$ cat config.mk
export PLATFORM = sky130hd
export DESIGN_NAME = checked_frame_receiver
export DESIGN_NICKNAME = d
export VERILOG_FILES = /design/src/rtl/cfr_pkg.sv /design/src/rtl/cfr_ram.sv /design/src/rtl/checked_frame_receiver.sv
export SDC_FILE = /design/constraint.sdc
export NUM_CORES = 1
export LEC_CHECK = 0
export ABC_AREA = 0
export BUFFER_PORTS_ARGS = -buffer_cell sky130_fd_sc_hd__buf_2
export CAP_MARGIN = 10
export CORE_UTILIZATION = 48
export CTS_CLUSTER_SIZE = 25
export DETAILED_ROUTE_END_ITERATION = 12
export PLACE_DENSITY = 0.61
export SYNTH_ARGS = -nofsm -noshare
export SYNTH_HDL_FRONTEND = slang
export SYNTH_SLANG_ARGS = --single-unit
export TNS_END_PERCENT = 100
$ cat constraint.sdc
create_clock -name clk -period 8.5 [get_ports clk]
set_clock_uncertainty 0.15 [all_clocks]
set_input_delay 0 -clock clk [delete_from_list [all_inputs] [get_ports clk]]
set_output_delay 0 -clock clk [all_outputs]
set_load 0.02 [all_outputs]
$ cat src/rtl/cfr_pkg.sv
package cfr_pkg;

  // byte that closes a frame
  localparam logic [7:0] FRAME_END = 8'h0A;

  // sequencer states, one-hot
  typedef enum logic [8:0] {
    S_IDLE    = 9'b000000001,
    S_LEN_RD  = 9'b000000010,
    S_LEN_WT  = 9'b000000100,
    S_CHK_WT  = 9'b000001000,
    S_XOR_RD  = 9'b000010000,
    S_XOR_WT  = 9'b000100000,
    S_CMP     = 9'b001000000,
    S_EMIT_RD = 9'b010000000,
    S_EMIT_WT = 9'b100000000
  } state_t;

endpackage

$ cat src/rtl/cfr_ram.sv
module cfr_ram #(
  parameter int WIDTH = 8,
  parameter int DEPTH = 128
) (
  input  logic                     clk,
  input  logic                     wr_en,
  input  logic [$clog2(DEPTH)-1:0] wr_addr,
  input  logic [WIDTH-1:0]         wr_data,
  input  logic                     rd_en,
  input  logic [$clog2(DEPTH)-1:0] rd_addr,
  output logic [WIDTH-1:0]         rd_data
);

  logic [WIDTH-1:0] mem [DEPTH];
  logic [WIDTH-1:0] rd_data_r;

  always_ff @(posedge clk) begin
    if (wr_en) begin
      mem[wr_addr] <= wr_data;
    end
    if (rd_en) begin
      rd_data_r <= mem[rd_addr];
    end
  end

  assign rd_data = rd_data_r;

endmodule

$ cat src/rtl/checked_frame_receiver.sv
// checked_frame_receiver: receives one byte per input word and stores it in a ring of the
// last RING_DEPTH bytes. A byte of 0x0A closes a frame laid out as payload, length, checksum,
// terminator. The length must be at most MAX_PAYLOAD and the checksum must equal the XOR of
// the length and the payload bytes; a good frame is then sent out one payload byte per output
// word, oldest first, with out_is_last on the final word, and an empty good frame gives a
// single word with out_is_empty set. A terminator holds in_stall high while a small sequencer
// walks the ring through its single read port, first to check the frame and then to emit its
// payload bytes, pausing while the output register is stalled. Results sit in an output
// register, so the next input word is taken while the last result is still waiting. The ring
// has no reset; slots that were never written since reset read as zero, tracked by the write
// pointer and a wrap flag.
module checked_frame_receiver #(
  parameter int RING_DEPTH  = 128,
  parameter int MAX_PAYLOAD = 63
) (
  input  logic       clk,
  input  logic       rst_n,
  // input word channel
  input  logic       in_valid,
  output logic       in_stall,
  input  logic [7:0] in_rx_byte,
  // result word channel
  output logic       out_valid,
  input  logic       out_stall,
  output logic [7:0] out_payload_byte,
  output logic [5:0] out_frame_len,
  output logic       out_is_last,
  output logic       out_is_empty
);

  localparam int AW    = $clog2(RING_DEPTH);
  localparam int LEN_W = $clog2(MAX_PAYLOAD + 1);

  // ring pointer steps with wrap
  function automatic logic [AW-1:0] ptr_dec(input logic [AW-1:0] p);
    return (p == '0) ? AW'(RING_DEPTH - 1) : p - AW'(1);
  endfunction

  function automatic logic [AW-1:0] ptr_inc(input logic [AW-1:0] p);
    return (p == AW'(RING_DEPTH - 1)) ? '0 : p + AW'(1);
  endfunction

  cfr_pkg::state_t state_r, state_nxt;

  logic [AW-1:0]    wp_r, wp_nxt;        // next slot to write
  logic             full_r, full_nxt;    // every slot written at least once
  logic [AW-1:0]    ptr_r, ptr_nxt;      // walking read pointer
  logic [LEN_W-1:0] len_r, len_nxt;
  logic [LEN_W-1:0] cnt_r, cnt_nxt;      // bytes still to fold or emit
  logic [7:0]       sum_r, sum_nxt;
  logic [7:0]       chk_r, chk_nxt;
  logic             rd_ok_r;             // slot just read had been written

  logic             out_valid_r, out_valid_nxt;
  logic [7:0]       out_byte_r, out_byte_nxt;
  logic [5:0]       out_len_r, out_len_nxt;
  logic             out_last_r, out_last_nxt;
  logic             out_empty_r, out_empty_nxt;

  logic             in_acc;
  logic             out_free;            // output register can take a word this cycle
  logic             rd_en;
  logic [AW-1:0]    rd_addr;
  logic [7:0]       rd_data;
  logic [7:0]       rd_byte;             // ring byte, zero for never-written slots

  assign in_acc   = in_valid && (state_r == cfr_pkg::S_IDLE);
  assign out_free = !out_valid_r || !out_stall;
  assign rd_byte  = rd_ok_r ? rd_data : 8'h00;

  // single ring read port, shared by the read steps of the check and the emit
  always_comb begin
    rd_en   = 1'b0;
    rd_addr = ptr_r;
    unique case (state_r)
      cfr_pkg::S_LEN_RD,
      cfr_pkg::S_XOR_RD,
      cfr_pkg::S_EMIT_RD: rd_en = 1'b1;
      cfr_pkg::S_LEN_WT: begin
        rd_en   = 1'b1;
        rd_addr = ptr_inc(ptr_r);   // checksum sits just after the length
      end
      default: rd_en = 1'b0;
    endcase
  end

  cfr_ram #(
    .WIDTH (8),
    .DEPTH (RING_DEPTH)
  ) u_ring (
    .clk     (clk),
    .wr_en   (in_acc),
    .wr_addr (wp_r),
    .wr_data (in_rx_byte),
    .rd_en   (rd_en),
    .rd_addr (rd_addr),
    .rd_data (rd_data)
  );

  // sequencer
  always_comb begin
    state_nxt     = state_r;
    wp_nxt        = wp_r;
    full_nxt      = full_r;
    ptr_nxt       = ptr_r;
    len_nxt       = len_r;
    cnt_nxt       = cnt_r;
    sum_nxt       = sum_r;
    chk_nxt       = chk_r;
    out_valid_nxt = out_valid_r && out_stall;
    out_byte_nxt  = out_byte_r;
    out_len_nxt   = out_len_r;
    out_last_nxt  = out_last_r;
    out_empty_nxt = out_empty_r;

    unique case (state_r)
      cfr_pkg::S_IDLE: begin
        if (in_acc) begin
          wp_nxt = ptr_inc(wp_r);
          if (wp_r == AW'(RING_DEPTH - 1)) begin
            full_nxt = 1'b1;
          end
          if (in_rx_byte == cfr_pkg::FRAME_END) begin
            // length byte two slots before the terminator
            ptr_nxt   = ptr_dec(ptr_dec(wp_r));
            state_nxt = cfr_pkg::S_LEN_RD;
          end
        end
      end
      cfr_pkg::S_LEN_RD: state_nxt = cfr_pkg::S_LEN_WT;
      cfr_pkg::S_LEN_WT: begin
        if (rd_byte > 8'(MAX_PAYLOAD)) begin
          state_nxt = cfr_pkg::S_IDLE;
        end else begin
          len_nxt   = LEN_W'(rd_byte);
          cnt_nxt   = LEN_W'(rd_byte);
          sum_nxt   = rd_byte;
          state_nxt = cfr_pkg::S_CHK_WT;
        end
      end
      cfr_pkg::S_CHK_WT: begin
        chk_nxt = rd_byte;
        if (len_r == '0) begin
          state_nxt = cfr_pkg::S_CMP;
        end else begin
          ptr_nxt   = ptr_dec(ptr_r);
          state_nxt = cfr_pkg::S_XOR_RD;
        end
      end
      cfr_pkg::S_XOR_RD: state_nxt = cfr_pkg::S_XOR_WT;
      cfr_pkg::S_XOR_WT: begin
        // walking back; pointer stops on the oldest payload byte
        sum_nxt = sum_r ^ rd_byte;
        cnt_nxt = cnt_r - LEN_W'(1);
        if (cnt_r == LEN_W'(1)) begin
          state_nxt = cfr_pkg::S_CMP;
        end else begin
          ptr_nxt   = ptr_dec(ptr_r);
          state_nxt = cfr_pkg::S_XOR_RD;
        end
      end
      cfr_pkg::S_CMP: begin
        if (sum_r != chk_r) begin
          state_nxt = cfr_pkg::S_IDLE;
        end else if (len_r == '0) begin
          if (out_free) begin
            out_valid_nxt = 1'b1;
            out_byte_nxt  = 8'h00;
            out_len_nxt   = 6'h00;
            out_last_nxt  = 1'b1;
            out_empty_nxt = 1'b1;
            state_nxt     = cfr_pkg::S_IDLE;
          end
        end else begin
          cnt_nxt   = len_r;
          state_nxt = cfr_pkg::S_EMIT_RD;
        end
      end
      cfr_pkg::S_EMIT_RD: state_nxt = cfr_pkg::S_EMIT_WT;
      cfr_pkg::S_EMIT_WT: begin
        // read data holds until the output register frees up
        if (out_free) begin
          out_valid_nxt = 1'b1;
          out_byte_nxt  = rd_byte;
          out_len_nxt   = 6'(len_r);
          out_last_nxt  = (cnt_r == LEN_W'(1));
          out_empty_nxt = 1'b0;
          cnt_nxt       = cnt_r - LEN_W'(1);
          if (cnt_r == LEN_W'(1)) begin
            state_nxt = cfr_pkg::S_IDLE;
          end else begin
            ptr_nxt   = ptr_inc(ptr_r);
            state_nxt = cfr_pkg::S_EMIT_RD;
          end
        end
      end
      default: state_nxt = cfr_pkg::S_IDLE;
    endcase
  end

  always_ff @(posedge clk) begin
    if (!rst_n) begin
      state_r     <= cfr_pkg::S_IDLE;
      wp_r        <= '0;
      full_r      <= 1'b0;
      out_valid_r <= 1'b0;
    end else begin
      state_r     <= state_nxt;
      wp_r        <= wp_nxt;
      full_r      <= full_nxt;
      out_valid_r <= out_valid_nxt;
    end
  end

  // payload and working registers
  always_ff @(posedge clk) begin
    ptr_r       <= ptr_nxt;
    len_r       <= len_nxt;
    cnt_r       <= cnt_nxt;
    sum_r       <= sum_nxt;
    chk_r       <= chk_nxt;
    out_byte_r  <= out_byte_nxt;
    out_len_r   <= out_len_nxt;
    out_last_r  <= out_last_nxt;
    out_empty_r <= out_empty_nxt;
    if (rd_en) begin
      // slot counts as written once the pointer has passed it or the ring has wrapped
      rd_ok_r <= full_r || (rd_addr < wp_r);
    end
  end

  assign in_stall         = (state_r != cfr_pkg::S_IDLE);
  assign out_valid        = out_valid_r;
  assign out_payload_byte = out_byte_r;
  assign out_frame_len    = out_len_r;
  assign out_is_last      = out_last_r;
  assign out_is_empty     = out_empty_r;

endmodule

Yosys cells after proc, flatten, opt, wreduce, memory -nomap -nowiden
Memories as Yosys holds them, arrays and structs flattened. A register that Yosys moved wholly into a read port is not among the register bits. Index checks and enable logic that the tools add are counted.

Add/sub/neg operators: 6. Magnitude comparators: 2. Eq/ne operators: 27. Multiplexer cells: 56. Bitwise operators: 2. Reduce and logical (&&, ||, !) cells: 23.

Operators with widths (number): $mux 7 (14); $pmux 9 s9 (1); $mux 8 (7); $mux 9 (6); $mux 6 (8); $pmux 8 s2 (2); $pmux 7 s4 (1); $pmux 6 s4 (1); $logic_not 7->1 (3); $sub 7x1->7 const B (3); $ne 2x2->1 const B (10); $add 7x1->7 const B (2); $eq 7x7->1 const B (2); $pmux 6 s2 (1); $mux 1 (11); $reduce_and 5->1 (2); $eq 9x1->1 const B (1); $eq 9x2->1 const B (1); $eq 9x3->1 const B (1); $eq 9x4->1 const B (1); $eq 9x5->1 const B (1); $eq 9x6->1 const B (1); $eq 9x7->1 const B (1); $eq 9x8->1 const B (1); other kinds (25) (34).

Register bits after elaboration: 70. Bits in writable memories: 1024. Bits of input ports: 12. Output and inout port bits: 18. Word-level logic and storage cells: 131. Memories kept: 1.

Memories: u_ring.mem (words 128, bits a word 8, read ports 1, clocked after Yosys merged registers in 1, wr ports 1, line cfr_ram.sv:14) `logic [WIDTH-1:0] mem [DEPTH];`.

Longest topological paths before layout
Gate-level depths: netlist (run 1).

Depth after elaboration: 7. Mapped depth: 15. Depth with buffers taken out: 12.

Cells and area by module
Synthesis (run 1) repeated with hierarchy kept, for this count alone.

Cell total of the unflattened synthesis: 2043. Area total of the unflattened synthesis: 43832.0 sq um.

By module, submodules not included: cfr_ram (instances 1, cells each 1635, area each 39745.6 sq um, sequential area each 30989.7 sq um); checked_frame_receiver (instances 1, cells each 408, area each 4086.4 sq um, sequential area each 1921.8 sq um).

Worst setup path before layout (run 1)
OpenSTA, ideal clock, no wires.

Path kind: reg2reg. From: reg state_r[7]. To: reg out_len_r[0], in the netlist out_frame_len[0] (enable). Setup time: 0.417 ns. Arrival: 2.772 ns. Data required time: 7.933 ns. Slack: 5.161 ns. Cell stages (with the launch flop): 7. Buffers on the path: 1. Clock period less this slack: 3.339 ns. Path through: dfxtp_1 > nor2_1 > nand3_1 > nor4b_1 > clkbuf_1 > a21oi_1 > a221oi_1.

Longest elaborated chain between the ends: 3. Elaborated cells on any way between the ends: 8. Those cells by class: 6 x eq/ne; 2 x reduce/logical.

Ends and longest elaborated chain: start: declaration (line checked_frame_receiver.sv:43) `cfr_pkg::state_t state_r, state_nxt;`; start signal: assignment (line checked_frame_receiver.sv:203) `state_r <= cfr_pkg::S_IDLE;`; start signal: assignment (line checked_frame_receiver.sv:208) `state_r <= state_nxt;`; $eq 9x7->1 / $eq 9x9->1 (equally long branches) (line checked_frame_receiver.sv:116) `unique case (state_r)`; $ne 2x2->1 (no line) / $reduce_bool 2->1 (equally long branches); $reduce_and 5->1 (no line) *; end signal: assignment (line checked_frame_receiver.sv:223) `out_len_r <= out_len_nxt;`; end: declaration (line checked_frame_receiver.sv:56) `logic [5:0] out_len_r, out_len_nxt;`.

Every way passes the cells marked *; elsewhere a longest branch is shown, timed or not. A chain may end at the register's enable or synchronous reset.

Worst setup path after layout (run 1)
From: reg state_r[8]. To: reg u_ring.rd_data_r[7], in the netlist u_ring.rd_data[7], read port of u_ring.mem (data pin).

Longest elaborated chain between the ends: 3. Elaborated cells on any way between the ends: 7. Those cells by class: 4 x eq/ne; 2 x mux; 1 x reduce/logical.

Ends and longest elaborated chain: $eq 9x3->1, or another cell as far along (line checked_frame_receiver.sv:75) `unique case (state_r)`; $reduce_or 4->1 (no line); $mux 1 (line checked_frame_receiver.sv:75); end: declaration (line cfr_ram.sv:15) `logic [WIDTH-1:0] rd_data_r;`.

Parallel ways exist; a longest one is shown, timed or not.

==> results of run 1 <==
[how the worst max path moves through the flow]
stage | end | depth (start not counted)
2_1_floorplan | out_frame_len[0] | 6
3_3_place_gp | u_ring.rd_data[0] | 10
3_5_place_dp | u_ring.rd_data[7] | 10
4_1_cts | u_ring.rd_data[7] | 10
5_1_grt | u_ring.rd_data[0] | 12
6_report | u_ring.rd_data[7] | 10
[cell type report]
type                       count  area share [%]
timing repair buffer          85           1.329
clock buffer                 130           5.859
sequential                  1102           65.72
multi-input combinational   1923           22.47
inverter                      28          0.2199
clock inverter                73           1.262
tap                         1254           3.133
antenna                        1        0.004997
[cells in the mapped netlist (all sizes together), types with 5 or more instances]
cell type | n | area (um2)
or3 | 9 | 56.30
o32ai | 18 | 157.7
mux2 | 12 | 135.1
edfxtp | 1084 | 32550
a211oi | 14 | 105.1
a221oi | 7 | 61.31
mux4 | 20 | 450.4
a32o | 7 | 70.07
a221o | 5 | 50.05
o22a | 7 | 61.31
o31ai | 5 | 51.30
mux2i | 161 | 1612
and2 | 16 | 100.1
nor4 | 25 | 181.4
a21o | 6 | 45.04
a31oi | 39 | 244.0
a21oi | 174 | 870.8
clkbuf | 73 | 274.0
dfxtp | 18 | 360.4
ha | 13 | 162.7
nand2 | 691 | 2596
inv | 27 | 101.4
xnor2 | 20 | 175.2
a22oi | 16 | 120.1
nor2 | 212 | 803.3
a32oi | 113 | 989.7
nand3b | 5 | 37.54
nor3 | 59 | 300.3
buf | 114 | 769.5
o21ai | 22 | 117.6
xor2 | 16 | 140.1
o22ai | 43 | 269.0
nand3 | 74 | 375.4
nand4 | 18 | 112.6
and3 | 43 | 269.0
o211ai | 7 | 52.55
or4 | 5 | 37.54
[flip-flops by register name (all words and copies together) (netlist names), 6 cells and up]
signal,count
cnt_r,6
ptr_r,7
out_frame_len,6
out_payload_byte,8
len_r,6
wp_r,7
sum_r,8
state_r,9
chk_r,8
u_ring.mem,1024
u_ring.rd_data,8
[cells by family (layout without fill, tap and decap cells)]
logic type	Yosys count	after routing
AOI/OAI and AO/OA	508	508
xor gates and xnor gates	36	36
adders and majority gates	13	13
buffers and inverters	215	316
DFF	1102	1102
muxes	193	193
other	0	1
and+or+nand+nor	1173	1173
[metal layers]
layer	vias to the layer above	wire, um	share of wire (%)	GRT usage (%)
met5	-	13	0.011	0
met4	2	4043	3.3	9.279
met3	205	10580	8.7	4.563
met2	1392	56210	46	39.59
met1	14149	50570	42	36.02
li1	12312	-	-	-
[power groups by stage]
stage / Combinational, W / Clock (W) / Sequential (W)
3_3_place_gp: 0.00127 / 0 / 0.00613
3_5_place_dp: 0.00130 / 0 / 0.00613
4_1_cts: 0.00131 / 0.00488 / 0.00602
2_1_floorplan: 0.000856 / 0 / 0.00612
6_report: 0.00132 / 0.00483 / 0.00602
5_1_grt: 0.00141 / 0.00509 / 0.00602
[per-stage QoR]
stage	power, W	hold WS (ns)	cell area [um2]	instances	worst slack, ns
after global placement	0.007407	0.1620	46390	4380	3.016
after detailed placement	0.007434	0.1662	46390	4380	2.839
after global routing	0.01252	0.05633	50080	4596	2.546
after CTS	0.01221	0.02331	50070	4595	2.822
final	0.01217	0.06095	50080	4596	2.759
after floorplan	0.006976	-0.07817	45230	3240	5.161
[worst min-delay path: cells and delay by family]
kind	cells	cell delay, ns
buf+inv	2	0.69
simple gates	1	0.09
compound gates	1	0.07
==> results_dict.tcl, run 1 <==
set metrics [dict create \
    syn-cell-area_um2 45230 \
    grt.total_usage_pct 25.47 \
    antenna_left 0 \
    drt-pass1-iter-count 6 \
    final_setup_vio_count 0 \
    starting_density_of_the_core_pct 48.46 \
    rows 112 \
    finish.utilization_pct 53.66 \
    synthAdderAreaFrac_pct 0.3596 \
    hold_path_class "primary input to flip-flop" \
    top_level_ports 30 \
    worstSkewPairLatency_ns 0.70 \
    synthXorXnorAreaFrac_pct 0.6971 \
    cap_viol_max_count 0 \
    yosysWarningCount 0 \
    grt_overflow 0 \
    cts_made_buffers 112 \
    drc 0 \
    synth-compound-area-share_pct 7.721 \
    whs_endpoint "wp_r[1]" \
    cts.sink_count 1102 \
    p_switching_w 0.003003 \
    worst_path_dominant_cell_family "simple AND/OR/NAND/NOR gates" \
    nNetsFinal 3277 \
    n_fill_cell 7631 \
    area.growth.synth_to_final_pct 10.72 \
    post_route_cells_drive_above_1_share_pct 8.949 \
    first_iter_violations 3322 \
    htree_num_levels 3 \
    worst-path-buf-inv 1 \
    post_synth_mux_area_share_pct 4.858 \
    clkPwrFrac_pct 39.7 \
    clock.fmax_mhz 174.2 \
    slowest_stage "sky130_fd_sc_hd__o21ai_4" \
    timing.final.max_slew_violations 0 \
    setup.reg_to_reg.worst_slack_ns 2.76 \
    routed_wire_length_per_instance_um 26.42 \
    final_worst_path_cycle_share_pct 67.55 \
    timing.critical_path.cells "nor3_1, nand3_1, o21ai_4, buf_12, nand2_1, a32oi_1, o32ai_1, nor4_1, nand4_1, nor4_1" \
    regArea_um2 32910 \
    synth-edff-count 1084 \
    place.detailed.hpwl_um 74610 \
    die_x_um 309.0 \
    hold_viol_final 0 \
    synth_cells 3240 \
    dominantRegCellSynth "sky130_fd_sc_hd__edfxtp_1" \
    postSynthRegisterBits 1102 \
    hold_start "in_valid" \
    slew_headroom_pct 14.41 \
    timing_worst_slew_pin_value_ns 1.282 \
    timing.final.crit_period_ns 5.741 \
    main_combinational_cell_family_by_area_after_synthesis "simple AND/OR/NAND/NOR gates" \
    power.leakage_nw 16.66 \
    worst_path_required_time_ns 8.82 \
    tritoncts "built" \
    whs_path_depth 4 \
    cts-root-buf "sky130_fd_sc_hd__clkbuf_16" \
    setup.worst_path.start_class "flip-flop" \
    cts_buffer_depth 3 \
    postSynthNetCount 3265 \
    cp-end-kind "flip-flop" \
    grt_first_pass_wirelength_um 178600 \
    cp_max_fo 134 \
    timing.critical_path.mode_cell "sky130_fd_sc_hd__nor4_1" \
    grt_antenna_before_repair 4 \
    critical_path.reg2reg.startpoint "state_r[8]" \
    cts_repair_resize_count 0 \
    run_status "complete, no violations" \
    die_area_um2 95460 \
    clkTransAtPathRegs_ns 0.06 \
    gp_routability_congestion 0.8892 \
    grt_max_degree 172 \
    p_int_w 0.009168 \
    yosysSeqAreaShare_pct 72.77 \
    cp_slowest_stage_delay_ns 0.92 \
    timing.reg2reg.worst_path_depth 10 \
    mostFrequentLayoutCells "1084 x sky130_fd_sc_hd__edfxtp_1, 690 x sky130_fd_sc_hd__nand2_1, 208 x sky130_fd_sc_hd__nor2_1" \
    routed_wirelength_um 121400 \
    powerDensity_nw_per_um2 243.0 \
    first_global_vias 27038 \
    yosys.cell_types.count 77 \
    die_height_um 309.0 \
    setup_total_negative_slack_ns 0 \
    postCtsSetupBuffers 0 \
    synth_simple_gate_area_share_pct 11.06 \
    fp.coreArea_um2 93330 \
    routed-via-count 28060 \
    setup.worst_path.start "state_r[8]" \
    power.ir.vdd_worst_mv 0.1956 \
    switching_share_pct 24.67 \
    path_class "flip-flop to flip-flop" \
    mostFrequentLayoutCell "sky130_fd_sc_hd__edfxtp_1" \
    combPwrFrac_pct 10.9 \
    routed_via_density 6.105 \
    syn-mean-instance-area_um2 13.96 \
    port_buffers 29 \
    multi_input_comb_area_um2 11250 \
    seq_power_share_pct 49.5 \
    rsz0062_at_grt "no" \
    postCtsHoldBufs 12 \
    worst-endpoint-arrival_ns 6.06 \
    async_reset_ff_share_pct 0 \
    end_of_the_worst_register_to_register_path "u_ring.rd_data[7]" \
]
(Power assumes the default switching activity.)
==> run 2, diff against run 1 <==
clock period = 5.3 ns   (was 8.5 ns; I/O delays follow)
==> results_dict.tcl, run 2 (same netlist as run 1, synthesis figures left out) <==
set metrics [dict create \
    timing.final.crit_period_ns 5.002 \
    largest_reg_flops 1024 \
    powerDensity_nw_per_um2 387.6 \
    grt_max_degree 121 \
    grt.total_usage_pct 25.50 \
    hold_viol_final 0 \
    slowest_stage "sky130_fd_sc_hd__nor4_1" \
    port_buffers 29 \
    power.ir.vdd_worst_mv 0.2888 \
    hold_start "in_valid" \
    run_status "complete, no violations" \
    setup.reg_to_reg.worst_slack_ns 0.30 \
    setup_total_negative_slack_ns 0 \
    worst_path_required_time_ns 5.65 \
    cts-root-buf "sky130_fd_sc_hd__clkbuf_16" \
    routed-via-count 28357 \
    grt_first_pass_wirelength_um 179900 \
    timing.final.max_slew_violations 0 \
    place.detailed.hpwl_um 76160 \
    routed_via_density 6.088 \
    starting_density_of_the_core_pct 48.46 \
    post_route_cells_drive_above_1_share_pct 10.49 \
    timing_worst_slew_pin_value_ns 1.074 \
    fp.coreArea_um2 93330 \
    whs_path_depth 4 \
    fin_hold_ws_ns 0.04474 \
    final_worst_path_cycle_share_pct 94.38 \
    die_x_um 309.0 \
    mostFrequentLayoutCell "sky130_fd_sc_hd__edfxtp_1" \
    path_class "flip-flop to flip-flop" \
    slew_headroom_pct 28.15 \
    worst-endpoint-arrival_ns 5.36 \
    setup.worst_path.start_class "flip-flop" \
    postCtsSetupBuffers 0 \
    first_global_vias 27390 \
    rows 112 \
    die_area_um2 95460 \
    grt_antenna_before_repair 5 \
    cts_made_buffers 111 \
    clock.fmax_mhz 199.9 \
    whs_endpoint "wp_r[1]" \
    antenna_cells 0 \
    power.leakage_nw 17.02 \
    cts_repair_resize_count 0 \
    area.growth.synth_to_final_pct 12.08 \
    grt_overflow 0 \
    cts.sink_count 1102 \
    htree_num_levels 3 \
    cp-end-kind "flip-flop" \
    tritoncts "built" \
    mostFrequentLayoutCells "1084 x sky130_fd_sc_hd__edfxtp_1, 689 x sky130_fd_sc_hd__nand2_1, 211 x sky130_fd_sc_hd__nor2_1" \
    top_level_ports 30 \
    first_iter_violations 3476 \
    cap_viol_max_count 0 \
    largest_reg_by_ff_count "u_ring.mem" \
    antenna_left 0 \
    end_of_the_worst_register_to_register_path "u_ring.rd_data[2]" \
    rsz0062_at_grt "no" \
    worstSkewPairLatency_ns 0.69 \
    nNetsFinal 3338 \
    reg.largest.list "u_ring.mem: 1024 flops, state_r: 9 flops" \
    die_height_um 309.0 \
    n_fill_cell 7542 \
    final_setup_vio_count 0 \
    gp_routability_congestion 0.9134 \
    finalPower_w 0.01965 \
    critical_path.reg2reg.startpoint "ptr_r[0]" \
    cts_buffer_depth 3 \
    drt-pass1-iter-count 8 \
    routed_wire_length_per_instance_um 26.15 \
    cp_max_fo 54 \
    routed_wirelength_um 121800 \
    timing.reg2reg.worst_path_depth 11 \
    clkTransAtPathRegs_ns 0.06 \
    drc 0 \
    cp_slowest_stage_delay_ns 0.65 \
    hold_path_class "primary input to flip-flop" \
    timing.critical_path.cells "ha_1, nand4_1, o21ai_0, o21a_4, buf_12, nand2_1, a32oi_1, o22ai_1, nor4_1, nand4_1, nor4_1" \
]
[run 2: routing by layer]
layer	part of all wire [%]	global-route usage, %	up-vias
met3	9.2	4.179	249
met2	46	39.46	1391
met4	3.5	9.475	8
met1	41	36.40	14274
met5	0.039	0	-
li1	-	-	12435
[run 2: critical path: cells and delay by family (launching register included)]
family	cells	cell delay, ns
AO/OA/AOI/OAI	4	1.87
adder cells (fa/ha/maj)	1	0.40
buffers and inverters	1	0.32
flip-flops	1	0.56
AND/OR/NAND/NOR	5	1.47
[run 2: stage by stage]
step	util (%)	instances	setup WS [ns]	cell area (um2)
after floorplan	-	3240	1.961	45230
after global placement	50.31	4441	0.5648	46950
after detailed placement	50.31	4441	0.4062	46950
after CTS	54.32	4658	0.3754	50690
after global routing	54.32	4658	0.1460	50690
final	54.32	4658	0.2979	50690
[run 2: how the worst max path moves through the flow]
| stage | startpoint | to | slack (ns) |
|---|---|---|---|
| 3_5_place_dp | ptr_r[0] | u_ring.rd_data[2] | 0.41 |
| 2_1_floorplan | state_r[7] | out_frame_len[0] | 1.96 |
| 4_1_cts | ptr_r[0] | u_ring.rd_data[2] | 0.38 |
| 3_3_place_gp | ptr_r[0] | u_ring.rd_data[2] | 0.56 |
| 6_report | ptr_r[0] | u_ring.rd_data[2] | 0.30 |
| 5_1_grt | ptr_r[0] | u_ring.rd_data[2] | 0.15 |
[run 2: timing repair]
action | in CTS | in global routing
hold buffers | 13 | 0
setup endpoints to repair | 0 | 0
hold endpoints to repair | 433 | 0
[run 2: cell type report]
class	instances	area [um2]	share of cell area (%)
inverter	28	110.1	0.2172
multi-input combinational	1923	11250	22.18
timing repair buffer	147	1246	2.458
sequential	1102	32910	64.92
clock inverter	67	703.2	1.387
tap	1254	1569	3.095
clock buffer	137	2907	5.734
[run 2: where the power goes]
part,internal (W),switching [W]
Combinational,0.000669,0.00152
Clock,0.00452,0.00329
Sequential,0.00962,0.0000373
